`src/rtl/core/mmh_pkg.sv`:
```
// Package with shared types, codes and constants of the MurmurHash64B stream core
`timescale 1ns / 1ps

package mmh_pkg;

   // Mixing multiplier and seed value after reset
   localparam logic [31:0] MIX_MUL    = 32'h5bd1e995;
   localparam logic [63:0] SEED_RESET = 64'h0000_0000_DEAD_BEEF;

   // Shift amounts of the key mix and of the four finalisation rounds
   localparam int unsigned KEY_SHIFT = 24;
   localparam int unsigned FIN_SH1   = 18;
   localparam int unsigned FIN_SH2   = 22;
   localparam int unsigned FIN_SH3   = 17;
   localparam int unsigned FIN_SH4   = 19;

   // Depth of the queue between front and back
   localparam int unsigned QUEUE_DEPTH = 4;

   // Word classes
   localparam logic [1:0] KIND_NONE = 2'd0;
   localparam logic [1:0] KIND_TAIL = 2'd1;
   localparam logic [1:0] KIND_FULL = 2'd2;

   // One classified word as it waits in the queue
   typedef struct packed {
      logic [31:0] word;
      logic [1:0]  kind;
      logic        first;
      logic        last;
      logic [30:0] length;
   } entry_type;

   // Queue status towards front and back
   typedef struct packed {
      logic empty;
      logic full;
   } queue_status_type;

   // Back status
   typedef struct packed {
      logic busy;
      logic finalising;
   } back_status_type;

endpackage

```
`src/rtl/core/mmh_front.sv`:
```
// Front: takes request words and classifies them into queue entries
`timescale 1ns / 1ps

module mmh_front (
   input  logic                      push,
   output logic                      full,
   input  logic [31:0]               req_data_word,
   input  logic [2:0]                req_byte_count,
   input  logic                      req_first,
   input  logic                      req_last,
   input  logic [30:0]               req_message_length,
   input  mmh_pkg::queue_status_type q_status,
   output logic                      q_push,
   output mmh_pkg::entry_type        q_entry
);

   // Accept while the queue has room
   assign full   = q_status.full;
   assign q_push = push && !q_status.full;

   // Classify the word and drop bytes above the tail
   always_comb begin
      q_entry.first  = req_first;
      q_entry.last   = req_last;
      q_entry.length = req_message_length;
      case (req_byte_count)
         3'd0: begin
            q_entry.kind = mmh_pkg::KIND_NONE;
            q_entry.word = '0;
         end
         3'd1: begin
            q_entry.kind = mmh_pkg::KIND_TAIL;
            q_entry.word = {24'd0, req_data_word[7:0]};
         end
         3'd2: begin
            q_entry.kind = mmh_pkg::KIND_TAIL;
            q_entry.word = {16'd0, req_data_word[15:0]};
         end
         3'd3: begin
            q_entry.kind = mmh_pkg::KIND_TAIL;
            q_entry.word = {8'd0, req_data_word[23:0]};
         end
         default: begin
            q_entry.kind = mmh_pkg::KIND_FULL;
            q_entry.word = req_data_word;
         end
      endcase
   end

endmodule

```
`src/rtl/core/mmh_queue.sv`:
```
// Short queue of classified words between front and back
`timescale 1ns / 1ps

module mmh_queue #(
   parameter int unsigned DEPTH = mmh_pkg::QUEUE_DEPTH
) (
   input  logic                      clock,
   input  logic                      reset,
   input  logic                      push,
   input  mmh_pkg::entry_type        wr_entry,
   input  logic                      pop,
   output mmh_pkg::entry_type        rd_entry,
   output mmh_pkg::queue_status_type status
);

   localparam int unsigned AW = (DEPTH > 1) ? $clog2(DEPTH) : 1;
   localparam int unsigned CW = $clog2(DEPTH + 1);

   mmh_pkg::entry_type entries_ff [DEPTH];
   logic [AW-1:0] wr_ptr_ff, wr_ptr_in;
   logic [AW-1:0] rd_ptr_ff, rd_ptr_in;
   logic [CW-1:0] count_ff, count_in;

   assign status.empty = (count_ff == '0);
   assign status.full  = (count_ff == CW'(DEPTH));
   assign rd_entry     = entries_ff[rd_ptr_ff];

   // Advance pointers with wrap at the depth
   always_comb begin
      wr_ptr_in = wr_ptr_ff;
      rd_ptr_in = rd_ptr_ff;
      count_in  = count_ff;
      if (push) begin
         wr_ptr_in = (wr_ptr_ff == AW'(DEPTH - 1)) ? '0 : wr_ptr_ff + 1'b1;
      end
      if (pop) begin
         rd_ptr_in = (rd_ptr_ff == AW'(DEPTH - 1)) ? '0 : rd_ptr_ff + 1'b1;
      end
      if (push && !pop) begin
         count_in = count_ff + 1'b1;
      end else if (pop && !push) begin
         count_in = count_ff - 1'b1;
      end
   end

   always_ff @(posedge clock) begin
      if (reset) begin
         wr_ptr_ff <= '0;
         rd_ptr_ff <= '0;
         count_ff  <= '0;
      end else begin
         wr_ptr_ff <= wr_ptr_in;
         rd_ptr_ff <= rd_ptr_in;
         count_ff  <= count_in;
      end
   end

   // Store the incoming word
   always_ff @(posedge clock) begin
      if (push) begin
         entries_ff[wr_ptr_ff] <= wr_entry;
      end
   end

endmodule

```
`src/rtl/core/mmh_back.sv`:
```
// Back: sequencer around one shared multiplier, accumulators and result register
`timescale 1ns / 1ps

module mmh_back (
   input  logic                      clock,
   input  logic                      reset,
   input  logic [63:0]               seed,
   input  mmh_pkg::queue_status_type q_status,
   input  mmh_pkg::entry_type        q_entry,
   output logic                      q_pop,
   output logic                      empty,
   input  logic                      pop,
   output logic [63:0]               rsp_hash_value,
   output mmh_pkg::back_status_type  status
);

   localparam logic [3:0] ST_IDLE = 4'd0;
   localparam logic [3:0] ST_KEY2 = 4'd1;
   localparam logic [3:0] ST_ACC  = 4'd2;
   localparam logic [3:0] ST_TAIL = 4'd3;
   localparam logic [3:0] ST_FIN1 = 4'd4;
   localparam logic [3:0] ST_FIN2 = 4'd5;
   localparam logic [3:0] ST_FIN3 = 4'd6;
   localparam logic [3:0] ST_FIN4 = 4'd7;
   localparam logic [3:0] ST_OUT  = 4'd8;

   logic [3:0]  state_ff, state_in;
   logic [31:0] h1_ff, h1_in;
   logic [31:0] h2_ff, h2_in;
   logic [31:0] key_ff, key_in;
   logic [31:0] word_ff, word_in;
   logic        last_ff, last_in;
   logic        alt_ff, alt_in;
   logic        rsp_valid_ff, rsp_valid_in;
   logic [63:0] rsp_hash_ff, rsp_hash_in;
   logic [31:0] mul_op;
   logic [31:0] product;

   assign empty          = !rsp_valid_ff;
   assign rsp_hash_value = rsp_hash_ff;
   assign q_pop          = (state_ff == ST_IDLE) && !q_status.empty;
   assign status.busy       = (state_ff != ST_IDLE);
   assign status.finalising = (state_ff == ST_OUT);

   // Pick the operand of the shared multiplier
   always_comb begin
      unique case (state_ff)
         ST_IDLE: mul_op = q_entry.word;
         ST_KEY2: mul_op = key_ff ^ (key_ff >> mmh_pkg::KEY_SHIFT);
         ST_ACC:  mul_op = alt_ff ? h2_ff : h1_ff;
         ST_TAIL: mul_op = h2_ff ^ word_ff;
         ST_FIN1: mul_op = h1_ff ^ (h2_ff >> mmh_pkg::FIN_SH1);
         ST_FIN2: mul_op = h2_ff ^ (h1_ff >> mmh_pkg::FIN_SH2);
         ST_FIN3: mul_op = h1_ff ^ (h2_ff >> mmh_pkg::FIN_SH3);
         ST_FIN4: mul_op = h2_ff ^ (h1_ff >> mmh_pkg::FIN_SH4);
         default: mul_op = '0;
      endcase
   end

   assign product = 32'(mul_op * mmh_pkg::MIX_MUL);

   // Step the sequencer
   always_comb begin
      state_in     = state_ff;
      h1_in        = h1_ff;
      h2_in        = h2_ff;
      key_in       = key_ff;
      word_in      = word_ff;
      last_in      = last_ff;
      alt_in       = alt_ff;
      rsp_valid_in = rsp_valid_ff && !pop;
      rsp_hash_in  = rsp_hash_ff;
      unique case (state_ff)
         ST_IDLE: begin
            if (!q_status.empty) begin
               key_in  = product;
               word_in = q_entry.word;
               last_in = q_entry.last;
               if (q_entry.first) begin
                  h1_in  = seed[31:0] ^ {1'b0, q_entry.length};
                  h2_in  = seed[63:32];
                  alt_in = 1'b0;
               end
               case (q_entry.kind)
                  mmh_pkg::KIND_FULL: state_in = ST_KEY2;
                  mmh_pkg::KIND_TAIL: state_in = ST_TAIL;
                  default:            state_in = q_entry.last ? ST_FIN1 : ST_IDLE;
               endcase
            end
         end
         ST_KEY2: begin
            key_in   = product;
            state_in = ST_ACC;
         end
         ST_ACC: begin
            if (alt_ff) begin
               h2_in = product ^ key_ff;
            end else begin
               h1_in = product ^ key_ff;
            end
            alt_in   = !alt_ff;
            state_in = last_ff ? ST_FIN1 : ST_IDLE;
         end
         ST_TAIL: begin
            h2_in    = product;
            state_in = last_ff ? ST_FIN1 : ST_IDLE;
         end
         ST_FIN1: begin
            h1_in    = product;
            state_in = ST_FIN2;
         end
         ST_FIN2: begin
            h2_in    = product;
            state_in = ST_FIN3;
         end
         ST_FIN3: begin
            h1_in    = product;
            state_in = ST_FIN4;
         end
         ST_FIN4: begin
            h2_in    = product;
            state_in = ST_OUT;
         end
         ST_OUT: begin
            // Hold until the result register is free or is being popped
            if (!rsp_valid_ff || pop) begin
               rsp_valid_in = 1'b1;
               rsp_hash_in  = {h1_ff, h2_ff};
               state_in     = ST_IDLE;
            end
         end
         default: state_in = ST_IDLE;
      endcase
   end

   always_ff @(posedge clock) begin
      if (reset) begin
         state_ff     <= ST_IDLE;
         h1_ff        <= '0;
         h2_ff        <= '0;
         alt_ff       <= 1'b0;
         rsp_valid_ff <= 1'b0;
      end else begin
         state_ff     <= state_in;
         h1_ff        <= h1_in;
         h2_ff        <= h2_in;
         alt_ff       <= alt_in;
         rsp_valid_ff <= rsp_valid_in;
      end
   end

   always_ff @(posedge clock) begin
      key_ff      <= key_in;
      word_ff     <= word_in;
      last_ff     <= last_in;
      rsp_hash_ff <= rsp_hash_in;
   end

endmodule

```
`src/rtl/core/murmur64b_stream_hash_core.sv`:
```
// Top level of the MurmurHash64B stream core: front, queue, back and seed register
`timescale 1ns / 1ps

// Hashes a message with MurmurHash64B, one little-endian 32-bit word per
// push. The front classifies each word and parks it in a short queue; the
// back works through the queue with a single shared 32x32 multiplier, one
// multiply per cycle unless it waits for work or for the result register. A full
// word takes two key multiplies and one accumulator multiply, a tail word one
// accumulator multiply, an empty word none; the word marked last then adds the
// finalisation multiplies and a load of the result register.
// Pushes are taken while the queue has room, and a finished hash waits in
// its own register until popped. The seed is written through the valid and
// ready port, which is always ready; write it only while the core is idle.

module murmur64b_stream_hash_core #(
   parameter int unsigned QUEUE_DEPTH = mmh_pkg::QUEUE_DEPTH
) (
   input  logic        clock,
   input  logic        reset,
   input  logic        push,
   output logic        full,
   input  logic [31:0] req_data_word,
   input  logic [2:0]  req_byte_count,
   input  logic        req_first,
   input  logic        req_last,
   input  logic [30:0] req_message_length,
   output logic        empty,
   input  logic        pop,
   output logic [63:0] rsp_hash_value,
   input  logic        valid,
   output logic        ready,
   input  logic [63:0] csr_seed
);

   mmh_pkg::queue_status_type q_status;
   mmh_pkg::entry_type        q_wr_entry;
   mmh_pkg::entry_type        q_rd_entry;
   mmh_pkg::back_status_type  back_status;
   logic                      q_push;
   logic                      q_pop;
   logic [63:0]               seed_ff, seed_in;

   // Take seed writes at any time
   assign ready   = 1'b1;
   assign seed_in = (valid && ready) ? csr_seed : seed_ff;

   always_ff @(posedge clock) begin
      if (reset) begin
         seed_ff <= mmh_pkg::SEED_RESET;
      end else begin
         seed_ff <= seed_in;
      end
   end

   mmh_front u_front (
      .push               (push),
      .full               (full),
      .req_data_word      (req_data_word),
      .req_byte_count     (req_byte_count),
      .req_first          (req_first),
      .req_last           (req_last),
      .req_message_length (req_message_length),
      .q_status           (q_status),
      .q_push             (q_push),
      .q_entry            (q_wr_entry)
   );

   mmh_queue #(
      .DEPTH (QUEUE_DEPTH)
   ) u_queue (
      .clock    (clock),
      .reset    (reset),
      .push     (q_push),
      .wr_entry (q_wr_entry),
      .pop      (q_pop),
      .rd_entry (q_rd_entry),
      .status   (q_status)
   );

   mmh_back u_back (
      .clock          (clock),
      .reset          (reset),
      .seed           (seed_ff),
      .q_status       (q_status),
      .q_entry        (q_rd_entry),
      .q_pop          (q_pop),
      .empty          (empty),
      .pop            (pop),
      .rsp_hash_value (rsp_hash_value),
      .status         (back_status)
   );

   // Back drains only a non-empty queue
   a_pop_not_empty: assert property (@(posedge clock) disable iff (reset)
      q_pop |-> !q_status.empty)
      else $error("back popped an empty queue");

   // Back takes a new word only while idle
   a_pop_when_idle: assert property (@(posedge clock) disable iff (reset)
      q_pop |-> !back_status.busy)
      else $error("back popped while busy");

   // Front never pushes into a full queue
   a_push_not_full: assert property (@(posedge clock) disable iff (reset)
      q_push |-> !q_status.full)
      else $error("front pushed into a full queue");

   // A new result appears only out of the output step of the back
   a_result_source: assert property (@(posedge clock) disable iff (reset)
      $fell(empty) |-> $past(back_status.finalising))
      else $error("result loaded outside the output step");

   // Back leaves the output step once the result register is free
   a_out_progress: assert property (@(posedge clock) disable iff (reset)
      (back_status.finalising && empty) |=> !back_status.finalising)
      else $error("back stuck in the output step");

endmodule

```
`config.mk`:
```
export PLATFORM = sky130hd
export DESIGN_NAME = murmur64b_stream_hash_core
export DESIGN_NICKNAME = d
export VERILOG_FILES = /design/src/rtl/core/mmh_pkg.sv /design/src/rtl/core/mmh_front.sv /design/src/rtl/core/mmh_queue.sv /design/src/rtl/core/mmh_back.sv /design/src/rtl/core/murmur64b_stream_hash_core.sv
export SDC_FILE = /design/constraint.sdc
export NUM_CORES = 1
export LEC_CHECK = 0
export BUFFER_PORTS_ARGS = -buffer_cell sky130_fd_sc_hd__buf_4
export CORE_UTILIZATION = 55
export DETAILED_ROUTE_END_ITERATION = 8
export GPL_TIMING_DRIVEN = 0
export PLACE_DENSITY_LB_ADDON = 0.08
export SYNTH_ARGS = -nofsm -noshare
export SYNTH_HDL_FRONTEND = slang
export SYNTH_SLANG_ARGS = --single-unit
```
`constraint.sdc`:
```
create_clock -name clock -period 10.3 [get_ports clock]
set_input_delay 1.545 -clock clock [delete_from_list [all_inputs] [get_ports clock]]
set_output_delay 1.545 -clock clock [all_outputs]
set_load 0.03 [all_outputs]
```
### Word-level counts from Yosys, hierarchy flattened

Memories as Yosys holds them, arrays and structs flattened. A register that Yosys moved wholly into a read port is not among the register bits.
Index checks and enable logic that the tools add are counted.

* $add $sub $neg: 4
* multiply operators: 1
* equality and inequality tests: 21
* mux-type cells: 32
* bitwise gates (word level): 9
* reduce and logical (&&, ||, !) cells: 31

Operator list (number)
* two-way mux 32 bit: 8
* case mux 32 bit (8 select lines): 1
* case mux 32 bit (3 select lines): 2
* case mux 34 bit (4 select lines): 1
* case mux 32 bit (2 select lines): 1
* bitwise XOR 32 bit: 2
* multiplier 32 x 31 -> 32 bit, second input constant: 1
* case mux 4 bit (8 select lines): 1
* bitwise XOR 32 x 10 -> 32 bit: 1
* bitwise XOR 32 x 13 -> 32 bit: 1
* bitwise XOR 32 x 14 -> 32 bit: 1
* bitwise XOR 32 x 15 -> 32 bit: 1
* bitwise XOR 32 x 31 -> 32 bit: 1
* bitwise XOR 32 x 8 -> 32 bit: 1
* equality test 4 x 3 -> 1 bit, second input constant: 4
* two-way mux 3 bit: 4
* equality test 4 x 2 -> 1 bit, second input constant: 2
* two-way mux 2 bit: 4
* two-way mux 4 bit: 2
* case mux 4 bit (2 select lines): 1
* AND reduction 2 bit: 4
* AND reduction 4 bit: 2
* zero test 1 bit: 7
* equality test 2 bit, second input constant: 3
* 23 further kinds: 42

* bits in registers: 270
* RAM bits: 268
* bits of input ports: 137
* output and inout bits: 67
* memories kept: 1

Memories
* u_queue.entries_ff: depth 4, width 67, rd ports 1, clocked after memory_dff 1, wr ports 1, line mmh_queue.sv:19 `mmh_pkg::entry_type entries_ff [DEPTH];`

### Longest topological paths before layout

* depth in word-level cells: 7
* mapped depth: 36
* mapped depth without buffers: 35

### Cells and area by module

From an unflattened synthesis, not the netlist that was laid out.

* cells, all modules: 2597
* area total of the unflattened synthesis: 32252.2 µm²

Modules (own cells, without submodules)
* mmh_back: times used 1, cells each 1919, area each 19227.2 µm²
* mmh_queue: times used 1, cells each 394, area each 10142.2 µm²
* murmur64b_stream_hash_core: times used 1, cells each 210, area each 2346.0 µm²
* mmh_front: times used 1, cells each 74, area each 536.8 µm²

### Least setup slack after synthesis

OpenSTA, ideal clock, no wires.

* path kind: register to register
* from: register with a tool-made name
* to: register u_back.h2_ff[30]
* library setup time: 134 ps
* data arrival time: 8719 ps
* data required time: 10166 ps
* setup slack: 1446 ps
* stages on the path, launching flop included: 31
* path buffers: 5
* period minus slack after synthesis: 8854 ps
* path through: dfxtp_1 -> buf_6 -> buf_4 -> buf_2 -> buf_1 -> buf_2 -> mux4_2 -> nand2_1 -> nand3_1 -> ha_1 -> ha_1 -> fa_1 -> inv_1 -> fa_1 -> inv_1 -> fa_1 -> fa_1 -> fa_1 -> inv_1 -> fa_1 -> inv_1 -> ha_1 -> a21o_1 -> a21o_1 -> a221o_1 -> a2111oi_2 -> o311ai_1 -> a21oi_1 -> xnor2_1 -> a221oi_1 -> a211oi_1

RTL lines
* to (signal assigned): line mmh_back.sv:146 `h2_ff <= h2_in;`
* to (decl): line mmh_back.sv:29 `logic [31:0] h2_ff, h2_in;`

### Worst setup path after layout

* from: register u_back.state_ff[3]
* to: register u_back.h2_ff[29]

* longest elaborated chain between the ends: 6
* elaborated cells between the ends (all ways): 19
* those cells by class: mul (1); eq/ne (10); mux (3); bitwise (1); reduce/logical (4)

RTL lines
* from (decl): line mmh_back.sv:27 `logic [3:0] state_ff, state_in;`
* from (signal assigned): line mmh_back.sv:144 `state_ff <= state_in;`
* equality test 4 x 3 -> 1 bit, or another cell as far along: line mmh_back.sv:47, mmh_back.sv:73
* case mux 32 bit (8 select lines): line mmh_back.sv:47 `unique case (state_ff)`
* multiplier 32 x 31 -> 32 bit: line mmh_back.sv:60 `assign product = 32'(mul_op * mmh_pkg::MIX_MUL);`
* bitwise XOR 32 bit: line mmh_back.sv:97 `h2_in = product ^ key_ff;`
* two-way mux 32 bit: line mmh_back.sv:96 `if (alt_ff) begin`
* case mux 32 bit (3 select lines): line mmh_back.sv:73 `unique case (state_ff)`

Several ways; a longest one is shown, not always the timed one. The select of a mux whose other input is x is not followed.
A chain may end at the register's enable or synchronous reset.

==> summary.md <==
| Metric | Value |
|---|---|
| Vias | between 20000 and 25000 |
| Max_slew headroom | 0.262 |
| Clk buf depth | 3 |
| Initial antenna violation count | 1 |
| Final wirelength | ~95000 um |
| Crit Path Class | reg -> reg |
| Most instantiated library cell after synthesis | edfxtp_1 |
| Crit Path Max Fanout | 10 |
| Number of setup violations in the final report | 0 |
| Most instantiated cells after synthesis | edfxtp_1, inv_1, ha_1 |
| WP data required | ~11 ns |
| DP Wirelength | between 70000 and 80000 um |
| Final instance area | between 30000 and 40000 um2 |
| Clock Sinks | 540 |
| Yosys reg bits | 540 |
| H-tree depth reported by CTS | 2 |
| Placed Area | between 30000 and 40000 um2 |
| Final hold violation count | 0 |
| RSZ-0062 raised after global routing | yes |
| DRT iter0 DRCs | ~2100 |
| Syn nets | 3028 |
| Slew Limit Fails | 0 |
| Routed vias/inst | 5.98 |
| CP startpoint kind | flip-flop |
| Post-synth EDFFs | 397 |
| Slew @ Worst Pin | 1.11 ns |
| Worst Path Arrival | about 10 ns |
| CTS Root Cell | clkbuf_16 |
| First-pass detailed-route iteration total | 6 |
| Met3 Use GR | 0.0404 |
| Die area | 57700 um2 |
| Hold Path Class | reg -> reg |
| Synth top area share | 0.382 |
| Status | finished, final reports clean |
| Main synth FF type | edfxtp_1 |
| Pin count of the biggest net entering global routing | 37 |
| Met2 usage | 0.555 |
| DR WL/cell | approximately 27 um |
| GRT Residual Overflow | 0 |
| Flop2flop setup slack | 0.31 ns |
| Syn. warnings | 0 |
| Max cap viols | 0 |
| Layout area overhead | 15.0% |
| Vias in the first global route | between 20000 and 25000 |
| Leading post-synthesis cells by cell area | edfxtp_1, fa_1, dfxtp_1 |
| Leading area contributor after synthesis | edfxtp_1 |
| Critical Path Sink Type | flip-flop |
| # rows | 86 |
| Cell Area, Synth | ~31000 um2 |
| Overall routing resource usage | 0.336 |
| Number of I/O port buffers | ~200 |
| Met1 Use GR | 0.448 |
| Slowest CP cell | fa_1 |
| Slowest cell delay on critical path | 0.54 ns |
| Final Skew | around 0.015 ns |
| Achievable frequency | 100 MHz |
| Layout cell share with drive strength beyond 1 | 0.156 |
| CTS tree | done |
| Core area | 55600 um2 |
| Post-route ant nets | 0 |
| Initial Util | 0.561 |
| Final GP Congestion | 0.966 |
| I/O Pins | roughly 200 |
| Synth cell types | 70 |
| Clock-pin slew on the worst setup and hold paths | about 0.070 ns |
| Number of buffers created by CTS | 53 |
| Die X | ~240 um |
| Die height | 240 um |
| Grt peak-use layer | met2 |
| Register area share after synthesis | 0.473 |
| First-pass GRT wire length | 138000 um |
| Period utilization | 0.970 |
| DRC errors left | 0 |
| Synth async-reset ratio | 0 |
| CP most frequent cell | fa_1 |
| Post-Synthesis Cells | roughly 2500 |
| Skew-Pair Late Insertion Delay | 0.59 ns |
| Tmin final | 9.99 ns |
| Final net count | approximately 3300 |
| Avg Synthesized Cell Area | 12.6 um2 |
kinds of logic (layout without fill, tap and decap cells):
group,after synthesis,after routing,synth area share
XOR/XNOR,146,146,0.0421
buffers and inverters,475,801,0.0582
multiplexers,121,121,0.0656
other,1,2,0.000120
AO/OA/AOI/OAI,364,364,0.0883
adder cells (fa/ha/maj),405,405,0.206
flip-flops,540,540,0.473
AND/OR/NAND/NOR,434,434,0.0661
metrics by stage:
stage	util	hold WS (ns)	instances	setup TNS [ns]	setup slack, ns
floorplan	-	0.406	2486	0	1.45
global placement	0.605	0.419	3436	-13.97	-0.910
detailed placement	0.610	0.418	3447	-16.42	-1.03
CTS	0.644	0.428	3554	0	0.0307
global route	0.646	0.446	3561	-0.0367	-0.0367
finish	0.646	0.438	3561	0	0.306
what timing repair did:
action,CTS,global route
setup buffers,7,7
resized for setup,10,17
setup endpoints to repair,34,12
hold buffers,0,0
pin swaps,2,1
layout make-up:
type	count	area [um2]
Sequential cell	540	14800
Multi-Input combinational cell	1471	14700
Clock inverter	29	307
Timing Repair Buffer	227	1830
Buffer	105	452
Inverter	369	1390
Clock buffer	71	1500
Antenna cell	1	2.50
Tap cell	748	936
Fill cell	4276	19700
cells in the final DEF (no fill, tap or decap), types with 41 or more instances in the layout:
master / instances
mux4_2: 67
fa_1: 182
ha_1: 223
clkbuf_16: 56
nor2b_1: 58
xor2_1: 83
inv_1: 365
a211oi_1: 57
buf_4: 218
a21oi_1: 41
mux2i_1: 54
edfxtp_1: 397
dfxtp_1: 143
a221oi_1: 69
nor2_1: 178
clkbuf_1: 78
xnor2_1: 59
nand2_1: 83
registers in the layout (all words and copies together) (netlist names), 2 cells and up, named ones only:
name                   count
u_queue.wr_ptr_ff          2
u_back.word_ff            32
u_queue.count_ff           3
u_back.rsp_hash_value     64
u_queue.entries_ff       268
u_back.key_ff             32
seed_ff                   64
u_back.state_ff            4
u_back.h2_ff              32
u_back.h1_ff              32
u_queue.rd_ptr_ff          2
per-layer routing:
metal | part of all wire | vias to the layer above
met5 | 0 | -
met4 | 0.047 | 0
met3 | 0.075 | 191
met2 | 0.48 | 999
met1 | 0.40 | 10700
li1 | - | 9388
worst paths after layout:
path / startpoint / to / depth (start not counted)
min reg2reg: u_back.h2_ff[18]$_SDFFE_PP0P_ / u_back.rsp_hash_value[18]$_DFFE_PP_ / 0
max reg2reg: u_back.state_ff[3]$_SDFFE_PP0P_ / u_back.h2_ff[29]$_SDFFE_PP0P_ / 32
min: u_back.h2_ff[18]$_SDFFE_PP0P_ / u_back.rsp_hash_value[18]$_DFFE_PP_ / 0
max: u_back.state_ff[3]$_SDFFE_PP0P_ / u_back.h2_ff[29]$_SDFFE_PP0P_ / 32
critical path, delay by kind of cell (launching register included):
family	cells	cell delay, ns
buf+inv	9	1.75
simple gates	4	0.64
flops	1	0.48
xor+xnor	1	0.34
fa+ha+maj	9	3.86
compound gates	9	2.74
Power is not shown: default switching activity piles up to over one toggle a cycle in this logic, so the estimate is an artifact.
